File: src/hdl/i2a_pkg.sv
// ----------------------------------------------------------------------------
// i2a_pkg
// Word types, character codes and cell control for the integer to ASCII
// converter.
// ----------------------------------------------------------------------------
package i2a_pkg;

  localparam logic [6:0] CHAR_ZERO  = 7'h30;
  localparam logic [6:0] CHAR_LOW_A = 7'h61;
  localparam logic [6:0] CHAR_MINUS = 7'h2D;

  localparam logic CMD_DEC = 1'b0;
  localparam logic CMD_HEX = 1'b1;

  typedef struct packed {
    logic signed [31:0] value;
    logic               command;
  } req_word_t;

  typedef struct packed {
    logic [6:0] ascii_char;
    logic       last;
  } rsp_word_t;

  typedef struct packed {
    logic clear;
    logic conv;
    logic shift;
    logic hex;
  } cell_ctl_t;

  function automatic logic [6:0] digit_char(input logic [3:0] d);
    logic [6:0] c;
    if (d < 4'd10) begin
      c = CHAR_ZERO + {3'b000, d};
    end else begin
      c = CHAR_LOW_A + {3'b000, d} - 7'd10;
    end
    return c;
  endfunction

endpackage

File: src/hdl/i2a_cell.sv
// ----------------------------------------------------------------------------
// i2a_cell
// One digit cell: shift-and-add-3 step in decimal, plain bit shift in hex,
// digit-wise shift toward the top of the chain while characters go out.
// ----------------------------------------------------------------------------
module i2a_cell (
  input  logic              clk,
  input  i2a_pkg::cell_ctl_t ctl,
  input  logic              cin,
  input  logic [3:0]        din,
  output logic              cout,
  output logic [3:0]        dout
);
  import i2a_pkg::*;

  logic [3:0] digit;
  logic [3:0] adj;

  always_comb begin
    if (!ctl.hex && digit >= 4'd5) begin
      adj = digit + 4'd3;
    end else begin
      adj = digit;
    end
  end

  assign cout = adj[3];
  assign dout = digit;

  always_ff @(posedge clk) begin
    if (ctl.clear) begin
      digit <= 4'd0;
    end else if (ctl.conv) begin
      digit <= {adj[2:0], cin};
    end else if (ctl.shift) begin
      digit <= din;
    end
  end

endmodule

File: src/hdl/integer_to_ascii_converter_top.sv
// ----------------------------------------------------------------------------
// integer_to_ascii_converter_top
// Signed integer to ASCII decimal or lowercase hexadecimal string.
// ----------------------------------------------------------------------------
// req carries one word: value and command (0 decimal with sign, 1 hex).
// rsp returns the characters of that number, most significant first, with
// last set on the final one. Both channels use valid/stall.
// A request is taken only while the converter is idle. The magnitude is
// shifted MSB first into a chain of digit cells, one bit per cycle.
// Leading zero digits are then shifted out at one per cycle until the top
// digit is found or only one digit is left; then an optional '-' and each
// digit character are sent in turn, waiting while rsp stalls.
// Skipped and emitted digits together cover all the cells, 11 cells for
// DATA_WIDTH = 32.
// The result sits in an output register; a stalled rsp holds its word and
// the chain waits until the register frees up.
// Reset returns the controller to idle and drops rsp_valid; cell contents
// are cleared when each request is taken.
// ----------------------------------------------------------------------------
module integer_to_ascii_converter_top #(
  parameter int DATA_WIDTH = 32
) (
  input  logic               clk,
  input  logic               rst,
  input  i2a_pkg::req_word_t req,
  input  logic               req_valid,
  output logic               req_stall,
  output i2a_pkg::rsp_word_t rsp,
  output logic               rsp_valid,
  input  logic               rsp_stall
);
  import i2a_pkg::*;

  localparam int DEC_DIGITS = (DATA_WIDTH * 3 + 9) / 10 + 1;
  localparam int HEX_DIGITS = (DATA_WIDTH + 3) / 4;
  localparam int NDIG = (DEC_DIGITS > HEX_DIGITS) ? DEC_DIGITS : HEX_DIGITS;
  localparam int XW   = (DATA_WIDTH > 32) ? DATA_WIDTH : 32;
  localparam int BW   = $clog2(DATA_WIDTH);
  localparam int DW   = $clog2(NDIG + 1);

  typedef enum logic [4:0] {
    S_IDLE = 5'b00001,
    S_CONV = 5'b00010,
    S_SKIP = 5'b00100,
    S_SIGN = 5'b01000,
    S_EMIT = 5'b10000
  } state_t;

  state_t                  state;
  logic [DATA_WIDTH-1:0]   mag;
  logic [BW-1:0]           bitcnt;
  logic [DW-1:0]           dcnt;
  logic                    hex;
  logic                    neg;

  logic [XW-1:0]           vx;
  logic [DATA_WIDTH-1:0]   v;
  logic                    req_neg;
  logic                    req_acc;
  logic                    can_load;
  logic                    rsp_load;
  logic [3:0]              top_digit;
  cell_ctl_t               ctl;

  logic [NDIG-1:0]         carry;
  logic [3:0]              digits [NDIG];

  assign vx       = XW'(req.value);
  assign v        = vx[DATA_WIDTH-1:0];
  assign req_neg  = (req.command == CMD_DEC) && v[DATA_WIDTH-1];
  assign req_stall = (state != S_IDLE);
  assign req_acc  = req_valid && !req_stall;
  assign can_load = !rsp_valid || !rsp_stall;
  assign rsp_load = ((state == S_SIGN) || (state == S_EMIT)) && can_load;
  assign top_digit = digits[NDIG-1];

  always_comb begin
    ctl.clear = req_acc;
    ctl.conv  = (state == S_CONV);
    ctl.shift = ((state == S_SKIP) && top_digit == 4'd0 && dcnt != DW'(1)) ||
                ((state == S_EMIT) && can_load);
    ctl.hex   = hex;
  end

  for (genvar i = 0; i < NDIG; i++) begin : g_cell
    i2a_cell u_cell (
      .clk  (clk),
      .ctl  (ctl),
      .cin  ((i == 0) ? mag[DATA_WIDTH-1] : carry[(i == 0) ? 0 : i - 1]),
      .din  ((i == 0) ? 4'd0 : digits[(i == 0) ? 0 : i - 1]),
      .cout (carry[i]),
      .dout (digits[i])
    );
  end

  always_ff @(posedge clk) begin
    if (rst) begin
      state     <= S_IDLE;
      rsp_valid <= 1'b0;
    end else begin
      if (rsp_load) begin
        rsp_valid <= 1'b1;
      end else if (!rsp_stall) begin
        rsp_valid <= 1'b0;
      end
      unique case (state)
        S_IDLE: begin
          if (req_acc) begin
            state <= S_CONV;
          end
        end
        S_CONV: begin
          if (bitcnt == BW'(DATA_WIDTH - 1)) begin
            state <= S_SKIP;
          end
        end
        S_SKIP: begin
          if (!(top_digit == 4'd0 && dcnt != DW'(1))) begin
            state <= neg ? S_SIGN : S_EMIT;
          end
        end
        S_SIGN: begin
          if (can_load) begin
            state <= S_EMIT;
          end
        end
        S_EMIT: begin
          if (can_load && dcnt == DW'(1)) begin
            state <= S_IDLE;
          end
        end
        default: state <= S_IDLE;
      endcase
    end
  end

  always_ff @(posedge clk) begin
    if (req_acc) begin
      mag    <= req_neg ? (DATA_WIDTH'(0) - v) : v;
      hex    <= (req.command == CMD_HEX);
      neg    <= req_neg;
      bitcnt <= '0;
    end
    if (state == S_CONV) begin
      mag    <= {mag[DATA_WIDTH-2:0], 1'b0};
      bitcnt <= bitcnt + BW'(1);
      dcnt   <= DW'(NDIG);
    end
    if (ctl.shift) begin
      dcnt <= dcnt - DW'(1);
    end
    if (state == S_SIGN && can_load) begin
      rsp.ascii_char <= CHAR_MINUS;
      rsp.last       <= 1'b0;
    end
    if (state == S_EMIT && can_load) begin
      rsp.ascii_char <= digit_char(top_digit);
      rsp.last       <= (dcnt == DW'(1));
    end
  end

endmodule

File: config.mk
export PLATFORM = sky130hd
export DESIGN_NAME = integer_to_ascii_converter_top
export DESIGN_NICKNAME = d
export VERILOG_FILES = /design/src/hdl/i2a_pkg.sv /design/src/hdl/i2a_cell.sv /design/src/hdl/integer_to_ascii_converter_top.sv
export SDC_FILE = /design/constraint.sdc
export NUM_CORES = 1
export LEC_CHECK = 0
export BUFFER_PORTS_ARGS = -buffer_cell sky130_fd_sc_hd__clkbuf_2
export CAP_MARGIN = 20
export CORE_MARGIN = 2
export CORE_UTILIZATION = 38
export DETAILED_ROUTE_END_ITERATION = 6
export GPL_TIMING_DRIVEN = 0
export PLACE_DENSITY = 0.54
export SYNTH_ARGS = -nofsm -noshare
export SYNTH_HDL_FRONTEND = slang
export SYNTH_SLANG_ARGS = --single-unit
File: constraint.sdc
create_clock -name clk -period 3.6 [get_ports clk]
set_clock_uncertainty 0.2 [all_clocks]
set_input_delay 0.36 -clock clk [delete_from_list [all_inputs] [get_ports clk]]
set_output_delay 0.36 -clock clk [all_outputs]
set_load 0.005 [all_outputs]
=== After elaboration in Yosys (flattened, before gate mapping) ===
Index checks and enable logic that the tools add are counted.

* Output and inout bits: 10
* Flip-flop bits (word level): 101

* Add/subtract/negate cells: 17
* Muxes and demuxes: 52
* $lt $le $gt $ge: 12
* Bitwise operators: 1
* Eq/ne operators: 15
* Reductions and logical operators: 32

{| class="wikitable"
|+ Operators with widths
! kind !! number
|-
| two-way mux 4 bit || 34
|-
| two-way mux 32 bit || 3
|-
| greater-or-equal comparator 4 x 3 -> 1 bit (second input constant) || 11
|-
| adder 4 x 2 -> 4 bit (second input constant) || 10
|-
| two-way mux 5 bit || 8
|-
| subtractor 1 x 32 -> 32 bit (first input constant) || 1
|-
| one-hot mux 5 bit (5 select lines) || 1
|-
| logical AND 1 bit || 20
|-
| two-way mux 8 bit || 2
|-
| equality test 5 bit (second input constant) || 2
|-
| adder 6 x 4 -> 7 bit (first input constant) || 1
|-
| adder 6 x 5 -> 7 bit (first input constant) || 1
|-
| two-way mux 7 bit || 1
|-
| subtractor 7 x 4 -> 7 bit (second input constant) || 1
|-
| inequality test 2 x 1 -> 1 bit (second input constant) || 3
|-
| inequality test 2 bit (second input constant) || 3
|-
| nonzero test 2 bit || 3
|-
| adder 5 x 1 -> 5 bit (second input constant) || 1
|-
| equality test 5 x 1 -> 1 bit (second input constant) || 1
|-
| equality test 5 x 2 -> 1 bit (second input constant) || 1
|-
| equality test 5 x 3 -> 1 bit (second input constant) || 1
|-
| equality test 5 x 4 -> 1 bit (second input constant) || 1
|-
| inequality test 5 x 1 -> 1 bit (second input constant) || 1
|-
| AND reduction 5 bit || 1
|-
| other kinds (11) || 17
|}

=== Depth between registers and ports, before layout ===
Gate-level depths: netlist of the first run.

* Depth after elaboration: 6
* Mapped depth: 9

=== Modules after synthesis ===
From an unflattened synthesis of the first run, not the netlist that was laid out.

* Cell total of the unflattened synthesis: 696
* Area, all modules: 6473.7 µm²

{| class="wikitable"
|+ By module, submodules not included
! module !! times used !! area each (µm²) !! cells an instance !! sequential area each (µm²)
|-
| integer_to_ascii_converter_top || 1 || 3253.1 || 333 || 1641.6
|-
| i2a_cell || 11 || 292.8 || 33 || 80.1
|}

=== Worst setup path after synthesis of the first run ===
No wires, ideal clock.

* Path kind: reg2reg
* From: reg state[2]
* To: reg bitcnt[0], enable pin
* Slack: 1.020 ns
* Arrival: 1.989 ns
* Buffers on the path: 0
* Clock period less this slack: 2.580 ns
* Stages on the path, launching flop included: 5
* Library setup time: 0.391 ns
* Cell sequence: dfxtp_1 -> or2_1 -> nor4_1 -> nor2_1 -> inv_1

* Word-level cells in the longest chain between the ends: 4

{| class="wikitable"
|+ RTL lines
! item !! RTL line !! text
|-
| start, declared || integer_to_ascii_converter_top.sv:49 || <nowiki>state_t state;</nowiki>
|-
| start signal, assigned || integer_to_ascii_converter_top.sv:119 || <nowiki>state <= neg ? S_SIGN : S_EMIT;</nowiki>
|-
| inequality test 5 x 1 -> 1 bit || integer_to_ascii_converter_top.sv:71 || <nowiki>assign req_stall = (state != S_IDLE);</nowiki>
|-
| zero test 1 bit || integer_to_ascii_converter_top.sv:72 || <nowiki>assign req_acc = req_valid && !req_stall;</nowiki>
|-
| logical AND 1 bit || integer_to_ascii_converter_top.sv:72 ||
|-
| nonzero test 2 bit (no source line) (*) || n/a ||
|-
| end signal, assigned || integer_to_ascii_converter_top.sv:146 || <nowiki>bitcnt <= bitcnt + BW'(1);</nowiki>
|-
| end, declared || integer_to_ascii_converter_top.sv:51 || <nowiki>logic [BW-1:0] bitcnt;</nowiki>
|}

Every way passes the cells marked *; elsewhere a longest branch is shown, timed or not.
A chain may end at the register's enable or synchronous reset.

=== Final worst setup path of the first run ===
* From: reg state[2]
* To: reg mag[19], enable pin

* Word-level cells in the longest chain between the ends: 4

{| class="wikitable"
|+ RTL lines
! item !! RTL line !! text
|-
| inequality test 5 x 1 -> 1 bit || integer_to_ascii_converter_top.sv:71 ||
|-
| zero test 1 bit || integer_to_ascii_converter_top.sv:72 ||
|-
| logical AND 1 bit || integer_to_ascii_converter_top.sv:72 ||
|-
| nonzero test 2 bit (no source line) (*) || n/a ||
|-
| end signal, assigned || integer_to_ascii_converter_top.sv:139 || <nowiki>mag <= req_neg ? (DATA_WIDTH'(0) - v) : v;</nowiki>
|-
| end signal, assigned || integer_to_ascii_converter_top.sv:145 || <nowiki>mag <= {mag[DATA_WIDTH-2:0], 1'b0};</nowiki>
|-
| end, declared || integer_to_ascii_converter_top.sv:50 || <nowiki>logic [DATA_WIDTH-1:0] mag;</nowiki>
|}

Marked as above.

==> out/results.ini, run 1 <==
[logic_synthesis]
syn_inst=741
yosys.cell_count.top_type=nor2_1
yosysUniqueCellTypes=63
synth_largest_area_cell=edfxtp_1
synth.area.top_cells=edfxtp_1 (24%), dfxtp_1 (16%), nor3_1 (6.8%)
ys_top_cells_by_count=nor2_1 (92), nor3_1 (86), o21ai_0 (54)
ys_seq_area_share_pct=40.0
synth_top_flop_cell=dfxtp_1
synth-seq-cells=101
netlist_area_um2=6310
synth_top_area_share_pct=23.8
syn-num-nets=806
synth_edf_count=50
synth_warnings=0
async_reset_ff_share_pct=0
syn_area_per_cell_um2=8.52

[grt]
grt_pass1_wl_mm=28.1
grt_max_degree=38
globalRouteTotalUtil_pct=20.1
grt_pass1_vias=5523
overflow=0
antenna_found_initial=0

[die]
core_um2=16400
die_h_um=133
start_util_pct=38.5
die_x_um=133
rows=47
die_area_um2=17700
io_pins=47

[outcome]
violations=DRC
outcome=finished with violations

[timing]
drv_slew=0
rsz0062_at_grt=no
maxSlewHeadroom_pct=32.0
fmax_mhz=329
tns_ns=0
final.setup.worst_slack_ns=0.561
final_hold_viol_count=0
finalSetupViolCount=0
fin_crit_ns=3.04
fin_crit_sh_pct=84.4
worst_slew_pin_slew_ns=1.01

[drt]
dr.pass1.iters=7
vias=5735
wl_mm=17.3
drc=2
wl_per_cell_um=16.9
antenna_left=0
drt_iter0_markers=468
drt-vias-per-instance=5.61

[critical_path]
critPathArrivalTime_ns=2.83
cp.required_ns=3.39
path_max_fanout=37
worstSetupPathType=reg -> reg
critical_path.endpoint_type=flip-flop
startpoint_type=flip-flop

[power_and_ir_drop]
power.leakage_nw=2.56
ir_drop_mv=0.307
power_density_nw_per_um2=628

[cells_and_area]
antennaDiodeCount=0
synthToLayoutAreaGrowth_pct=12.4
design_area_um2=7090
stdcell_count=1022
nets=862
drive_above_1_share_pct=11.6

[placement]
place_area_um2=6810
dp_hpwl_mm=12.4
gp_congestion=0.831
dp_slack_ns=0.584
dp.cells=1006
io_buffers=45

[worst_hold_path]
hold_path_class=in -> reg

[clock_network]
clock_path_buffers=2
cts_inserted_buffers=9
cts_hold_buffers=0
post_cts_buffers=0
clk-insertion-delay-late_ns=0.36
cts-root-buf=clkbuf_16
ctsResizeCount=0
clkSlewWorstSetupHoldPaths_ns=0.08
h-tree-depth=3
cts_tree=built
clock_sinks=101

[flow_run]
cap_violations=0

state kept, by name (all words and copies together), names as in the netlist:
name,cells
g_cell.u_cell.dout,44
mag,32
rsp,8
bitcnt,5
state,5
dcnt,4
hex,1
neg,1
rsp_valid,1
metal layers:
layer | global-route usage, % | share of wire (%)
met1 | 26.9 | 46
met2 | 32.3 | 47
met3 | 2.76 | 4.6
met4 | 9.02 | 2.2
met5 | 0 | 0
kinds of logic (layout without fill, tap and decap cells):
family	count (synthesis)	after routing	share of synthesized area [%]
adder cells (fa/ha/maj)	28	28	5.55
flip-flops	101	101	40.0
AO/OA/AOI/OAI	132	132	12.7
AND/OR/NAND/NOR	329	329	26.7
buffers and inverters	90	151	6.40
other	1	1	0.0594
multiplexers	14	14	2.24
XOR/XNOR	46	46	6.38
area by class of cell:
type | count | area (µm²)
Buffer | 45 | 235
Clock buffer | 9 | 225
Clock inverter | 7 | 57.6
Fill cell | 1652 | 9310
Inverter | 45 | 169
Multi-Input combinational cell | 550 | 3380
Sequential cell | 101 | 2520
Tap cell | 220 | 275
Timing Repair Buffer | 45 | 225
worst max-delay path, stage by stage, from the launching register on:
cell,delay [ns]
dfxtp_1,0.38
or2_1,0.28
nor4_1,0.84
nor2_1,0.26
inv_2,0.68
where the power goes:
| part | switching (W) | internal (W) | leakage (nW) |
|---|---|---|---|
| logic | 0.00104 | 0.000603 | 1.54 |
| registers | 0.000221 | 0.00162 | 0.880 |
| clock network | 0.000488 | 0.000480 | 0.141 |
through the flow:
step / power (W) / hold WS, ns / util [%]
floorplan: 0.00300 / 0.225 / -
global placement: 0.00345 / 0.239 / 41.5
detailed placement: 0.00351 / 0.259 / 41.5
CTS: 0.00447 / 0.0195 / 43.2
global route: 0.00477 / 0.0224 / 43.2
finish: 0.00446 / 0.0260 / 43.2
cells in the final DEF, fill, tap and decap left out, drive strengths merged, types with 9 or more instances in the layout:
cell type,Yosys,final
inv,44,47
mux2i,13,13
nand2,42,42
buf,20,20
nor4,42,42
nand2b,15,15
a31oi,14,14
nor2b,9,9
xnor2,38,38
nand3,9,9
ha,28,28
edfxtp,50,50
nor3,86,86
o21a,9,9
dfxtp,51,51
a21oi,20,20
o21ai,58,58
o22ai,9,9
nor2,92,92
clkbuf,25,79
worst paths after layout:
path / from / cells past startpoint / endpoint / slack, ns
setup / recovery: state[2]$_SDFFE_PP0P_ / 4 / mag[19]$_DFFE_PP_ / 0.56
hold / removal: req[0] / 1 / hex$_DFFE_PP_ / 0.03
setup reg to reg: state[2]$_SDFFE_PP0P_ / 4 / mag[19]$_DFFE_PP_ / 0.56
hold reg to reg: mag[0]$_SDFFE_PP0P_ / 2 / mag[0]$_SDFFE_PP0P_ / 0.26
(Power assumes the default switching activity.)
==> run 2: changes to the inputs <==
Settings changed: ABC_AREA set to 1, PLACE_DENSITY 0.54 to 0.55.
Clock period 3.6 ns to 2.5 ns, I/O delays scaled along.
==> out/results.ini, run 2 <==
[critical_path]
crit_buf_inv=4
cp.required_ns=2.41
path_cells=dlygate4sd3_1, clkbuf_2, nor2_4, buf_2, buf_2, o21ai_0, nand2_1, nand2_1, nand3_1, nand2_1
worstSetupPathType=in -> reg
critical_path.endpoint_type=flip-flop
crit_top_cell=nand2_1
critPathArrivalTime_ns=2.13
startpoint_type=input port
worst_path_max_delay_cell=dlygate4sd3_1
path_max_fanout=10
cp_top_family=buffers and inverters
cp_slowest_stage_delay_ns=0.53

[power_and_ir_drop]
switchingPower_w=0.00309
pwr-share-comb_pct=40.0
ir_drop_mv=0.422
power.leakage_nw=3.52
swShare_pct=41.7
seqPwrFrac_pct=39.1
p_clk_share_pct=20.9
internal-power_w=0.00432
power_density_nw_per_um2=965

[clock_network]
cts_tree=built
cts-root-buf=clkbuf_16
h-tree-depth=3
cts_inserted_buffers=9
post_cts_buffers=0
clock_path_buffers=2
clock_sinks=101
clk-insertion-delay-late_ns=0.36
clkSlewWorstSetupHoldPaths_ns=0.07

[logic_synthesis]
netlist_area_um2=6820
yosys.cell_count.top_type=nand2_1
synth.area.top_cells=edfxtp_1 (22%), nand2_1 (18%), dfxtp_1 (15%)
yosysUniqueCellTypes=38
synth_top_flop_cell=dfxtp_1
synth-seq-cells=101
ys_seq_area_share_pct=37.0
synth_warnings=0
ys_top_cells_by_count=nand2_1 (323), inv_1 (121), nand3_1 (99)
syn_inst=985
syn-num-nets=1050
synth_largest_area_cell=edfxtp_1
synth_edf_count=50
synth_top_area_share_pct=22.0
async_reset_ff_share_pct=0
syn_area_per_cell_um2=6.92

[grt]
grt_pass1_wl_mm=30.4
antenna_found_initial=0
top_usage_layer=met2
grt_pass1_vias=5990
met1_usage_pct=27.6
overflow=0
use_met3_pct=3.95
grt_max_degree=38
grt_util_met2_pct=34.2
globalRouteTotalUtil_pct=20.7

[drt]
vias=6379
wl_mm=18.5
drt-vias-per-instance=5.00
drt_iter0_markers=369
dr.pass1.iters=5
wl_per_cell_um=14.5
antenna_left=0
drc=0

[placement]
gp_congestion=0.868
place_area_um2=7330
dp_hpwl_mm=13.3
io_buffers=46
dp_slack_ns=0.102

[cells_and_area]
design_area_um2=7680
multi_input_area_um2=3600
largest_reg_flops=44
nets=1110
fin_util_pct=44.1
register_area_um2=2520
layout_commonest_cell=nand2_1
final_cell_mix=nand2_1 (322), inv_1 (121), nand3_1 (99)
synthToLayoutAreaGrowth_pct=12.6
antennaDiodeCount=0
nFillCells=1855
drive_above_1_share_pct=11.0

[outcome]
outcome=completed

[timing]
final.setup.worst_slack_ns=0.276
rsz0062_at_grt=no
worst_slew_pin_slew_ns=0.733
timing.hold.ws_ns=0.0349
tns_ns=0
fin_crit_ns=2.22
final_hold_viol_count=0
maxSlewHeadroom_pct=51.1
drv_slew=0
fmax_mhz=450
fin_crit_sh_pct=89.0
finalSetupViolCount=0

[die]
die_h_um=138
die_x_um=138
start_util_pct=39.1
io_pins=47
core_um2=17400
die_area_um2=19000
rows=48

[worst_hold_path]
hold_path_class=in -> reg

[flow_run]
cap_violations=0

## run 2: per-layer routing
metal  share of wire, %  vias up
met5                  0        -
li1                   -     3317
met4                1.7        0
met1                 47     2893
met3                4.9       19
met2                 46      150
## run 2: logic make-up (layout without fill, tap and decap cells)
kind of cell               after synthesis  after routing  synth area share (%)
DFF                                    101            101                  37.0
adders and majority gates               28             28                  5.14
xor gates and xnor gates                21             21                  2.70
other                                    1              1                0.0550
buffers and inverters                  162            227                  10.3
AOI/OAI and AO/OA                      139            139                  11.1
and+or+nand+nor                        533            533                  33.7
## run 2: final cells by class
class,count,share of cell area (%)
tap,225,3.67
clock buffer,11,3.03
buffer,35,2.87
timing repair buffer,49,3.32
inverter,127,6.24
multi-input combinational,722,46.9
clock inverter,5,1.09
sequential,101,32.9
## run 2: per-stage QoR
step                power [W]  std cells
finish                0.00741       1275
detailed placement    0.00588       1256
floorplan             0.00500        985
global route          0.00805       1275
global placement      0.00588       1256
CTS                   0.00746       1274
## run 2: worst paths after layout
kind                                         start                                     to  slack [ns]  cells past startpoint
max                                         req[0]                      mag[28]$_DFFE_PP_        0.28                     10
min                                         req[1]                    mag[0]$_SDFFE_PP0P_        0.03                      3
max reg2reg                  state[2]$_SDFFE_PP0P_                      mag[28]$_DFFE_PP_        0.38                      5
min reg2reg  g_cell[9].u_cell.dout[3]$_SDFFE_PP0P_  g_cell[9].u_cell.dout[3]$_SDFFE_PP0P_        0.28                      2
## run 2: worst register-to-register path, stage by stage (launching register included)
cell and delay, ns:
dfxtp_1 0.36, nor2_4 0.20, nand3_4 0.12, nor2_4 0.27, inv_2 0.17, nand2_4 0.42
## run 2: power groups by stage
stage / logic, W / registers [W] / clock network [W]
floorplan: 0.00221 / 0.00279 / 0
global placement: 0.00294 / 0.00294 / 0
detailed placement: 0.00296 / 0.00293 / 0
CTS: 0.00297 / 0.00290 / 0.00159
global route: 0.00342 / 0.00298 / 0.00165
finish: 0.00296 / 0.00290 / 0.00155
## run 2: what timing repair did
action | 4_1_cts | 5_1_grt
endpoints found under the hold margin | 3 | 0
hold buffers | 2 | 0
setup endpoints to repair | 0 | 36
gates resized for setup | 0 | 1
==> run 3: changes to the inputs <==
Settings changed: CORE_ASPECT_RATIO set to 1.75, PLACE_DENSITY 0.55 to 0.64.
==> out/results.ini, run 3 (synthesis results as in run 2) <==
[outcome]
outcome=completed

[drt]
dr.pass1.iters=7
wl_per_cell_um=14.5
vias=6563
drt_iter0_markers=353
wl_mm=18.6
antenna_left=0
drc=0
drt-vias-per-instance=5.12

[placement]
dp_hpwl_mm=14.0
gp_congestion=0.876
io_buffers=46

[cells_and_area]
antennaDiodeCount=0
register_area_um2=2520
final_cell_mix=nand2_1 (322), inv_1 (121), nand3_1 (99)
drive_above_1_share_pct=11.0
multi_input_area_um2=3600
nFillCells=1824
nets=1110
layout_commonest_cell=nand2_1
fin_util_pct=43.5
largest_reg_flops=44
synthToLayoutAreaGrowth_pct=12.0

[die]
die_h_um=181
die_x_um=105
die_area_um2=19100
rows=64
io_pins=47
core_um2=17500
start_util_pct=38.9

[power_and_ir_drop]
internal-power_w=0.00414
p_clk_share_pct=18.4
pwr-share-comb_pct=41.3
seqPwrFrac_pct=40.3
power_density_nw_per_um2=943
power.leakage_nw=3.50
power.total_w=0.00720
switchingPower_w=0.00306
ir_drop_mv=0.337
swShare_pct=42.4

[grt]
overflow=0
grt_pass1_vias=6137
grt_pass1_wl_mm=30.1
antenna_found_initial=0
globalRouteTotalUtil_pct=19.9
grt_max_degree=38

[clock_network]
clock_path_buffers=2
cts_tree=built
clock_sinks=101
h-tree-depth=3
ctsResizeCount=0
clk-insertion-delay-late_ns=0.36
cts_inserted_buffers=9
cts-root-buf=clkbuf_16
clkSlewWorstSetupHoldPaths_ns=0.07

[timing]
fmax_mhz=427
drv_slew=0
worst_slew_pin_slew_ns=0.862
maxSlewHeadroom_pct=42.3
finalSetupViolCount=0
timing.hold.ws_ns=0.0482
fin_crit_ns=2.34
fin_crit_sh_pct=93.6
final_hold_viol_count=0
rsz0062_at_grt=no

[flow_run]
cap_violations=0

[worst_hold_path]
hold_path_class=in -> reg
hold_path_end=state[0]$_SDFFE_PP1P_
min_path_cells=4
hold_start=req_valid

[critical_path]
r2r_slack_ns=0.16
critPathArrivalTime_ns=2.12
cp.required_ns=2.28
worstSetupPathType=reg -> reg
startpoint_type=flip-flop
reg2reg_to=mag[31]$_DFFE_PP_
r2r-start=state[2]$_SDFFE_PP0P_
rr_worst_depth=5
path_max_fanout=37
critical_path.endpoint_type=flip-flop

-- run 3: changes by cell type in the layout (fill, tap and decap cells not counted) --
cell	delta
nand2_2	+1
clkinvlp_4	-1
clkinv_2	+1
inv_6	-1
clkbuf_1	+1
bufinv_16	-2
clkinv_4	+1
clkbuf_8	+1
nand2_4	-1
-- run 3: layer usage --
layer	vias up	wire length, µm	GRT usage, %
li1	3323	-	-
met1	3015	7110	21.5
met2	175	9950	36.8
met3	50	662	2.49
met4	0	872	11.3
met5	-	0	0
-- run 3: worst max-delay path by stage --
stage,startpoint,endpoint,slack (ns),cells after the start
2_1_floorplan,state[2]$_SDFFE_PP0P_,bitcnt[0]$_SDFFCE_PN0P_,0.15,5
3_3_place_gp,state[4]$_SDFFE_PP0P_,mag[27]$_DFFE_PP_,-0.36,5
3_5_place_dp,state[2]$_SDFFE_PP0P_,mag[27]$_DFFE_PP_,0.15,5
4_1_cts,state[2]$_SDFFE_PP0P_,mag[27]$_DFFE_PP_,0.13,5
5_1_grt,state[4]$_SDFFE_PP0P_,mag[29]$_DFFE_PP_,0.02,5
6_report,state[2]$_SDFFE_PP0P_,mag[31]$_DFFE_PP_,0.16,5
-- run 3: final cells by class --
cell class,instances,share of cell area [%]
Sequential cell,101,33.0
Clock inverter,3,0.279
Buffer,35,2.88
Inverter,127,6.28
Tap cell,231,3.79
Clock buffer,13,3.28
Multi-Input combinational cell,722,47.1
Timing Repair Buffer,49,3.34
-- run 3: power by group through the flow --
stage               Sequential, W  Clock, W  Combinational (W)
floorplan                 0.00279         0            0.00221
global placement          0.00293         0            0.00290
detailed placement        0.00293         0            0.00296
CTS                       0.00289   0.00136            0.00298
global route              0.00297   0.00142            0.00338
finish                    0.00290   0.00133            0.00297
-- run 3: worst max-delay path, cell delays in order (launching register included) --
cell and delay [ns]:
dfxtp_1 0.36, nor2_4 0.20, nand3_2 0.14, buf_6 0.17, buf_2 0.21, nand2_2 0.66
-- run 3: per-stage QoR --
stage	setup slack (ns)	std cells	instance area [µm²]	setup TNS, ns
2_1_floorplan	0.152	985	6820	0
3_3_place_gp	-0.359	1262	7340	-13.09
3_5_place_dp	0.151	1263	7340	0
4_1_cts	0.132	1281	7630	0
5_1_grt	0.0238	1281	7630	0
6_report	0.161	1281	7630	0
-- run 3: timing repair --
action | CTS | global route
hold buffers | 2 | 0
hold endpoints to repair | 3 | 0
buffers inserted | 0 | 0
endpoints found under the setup margin | 0 | 0
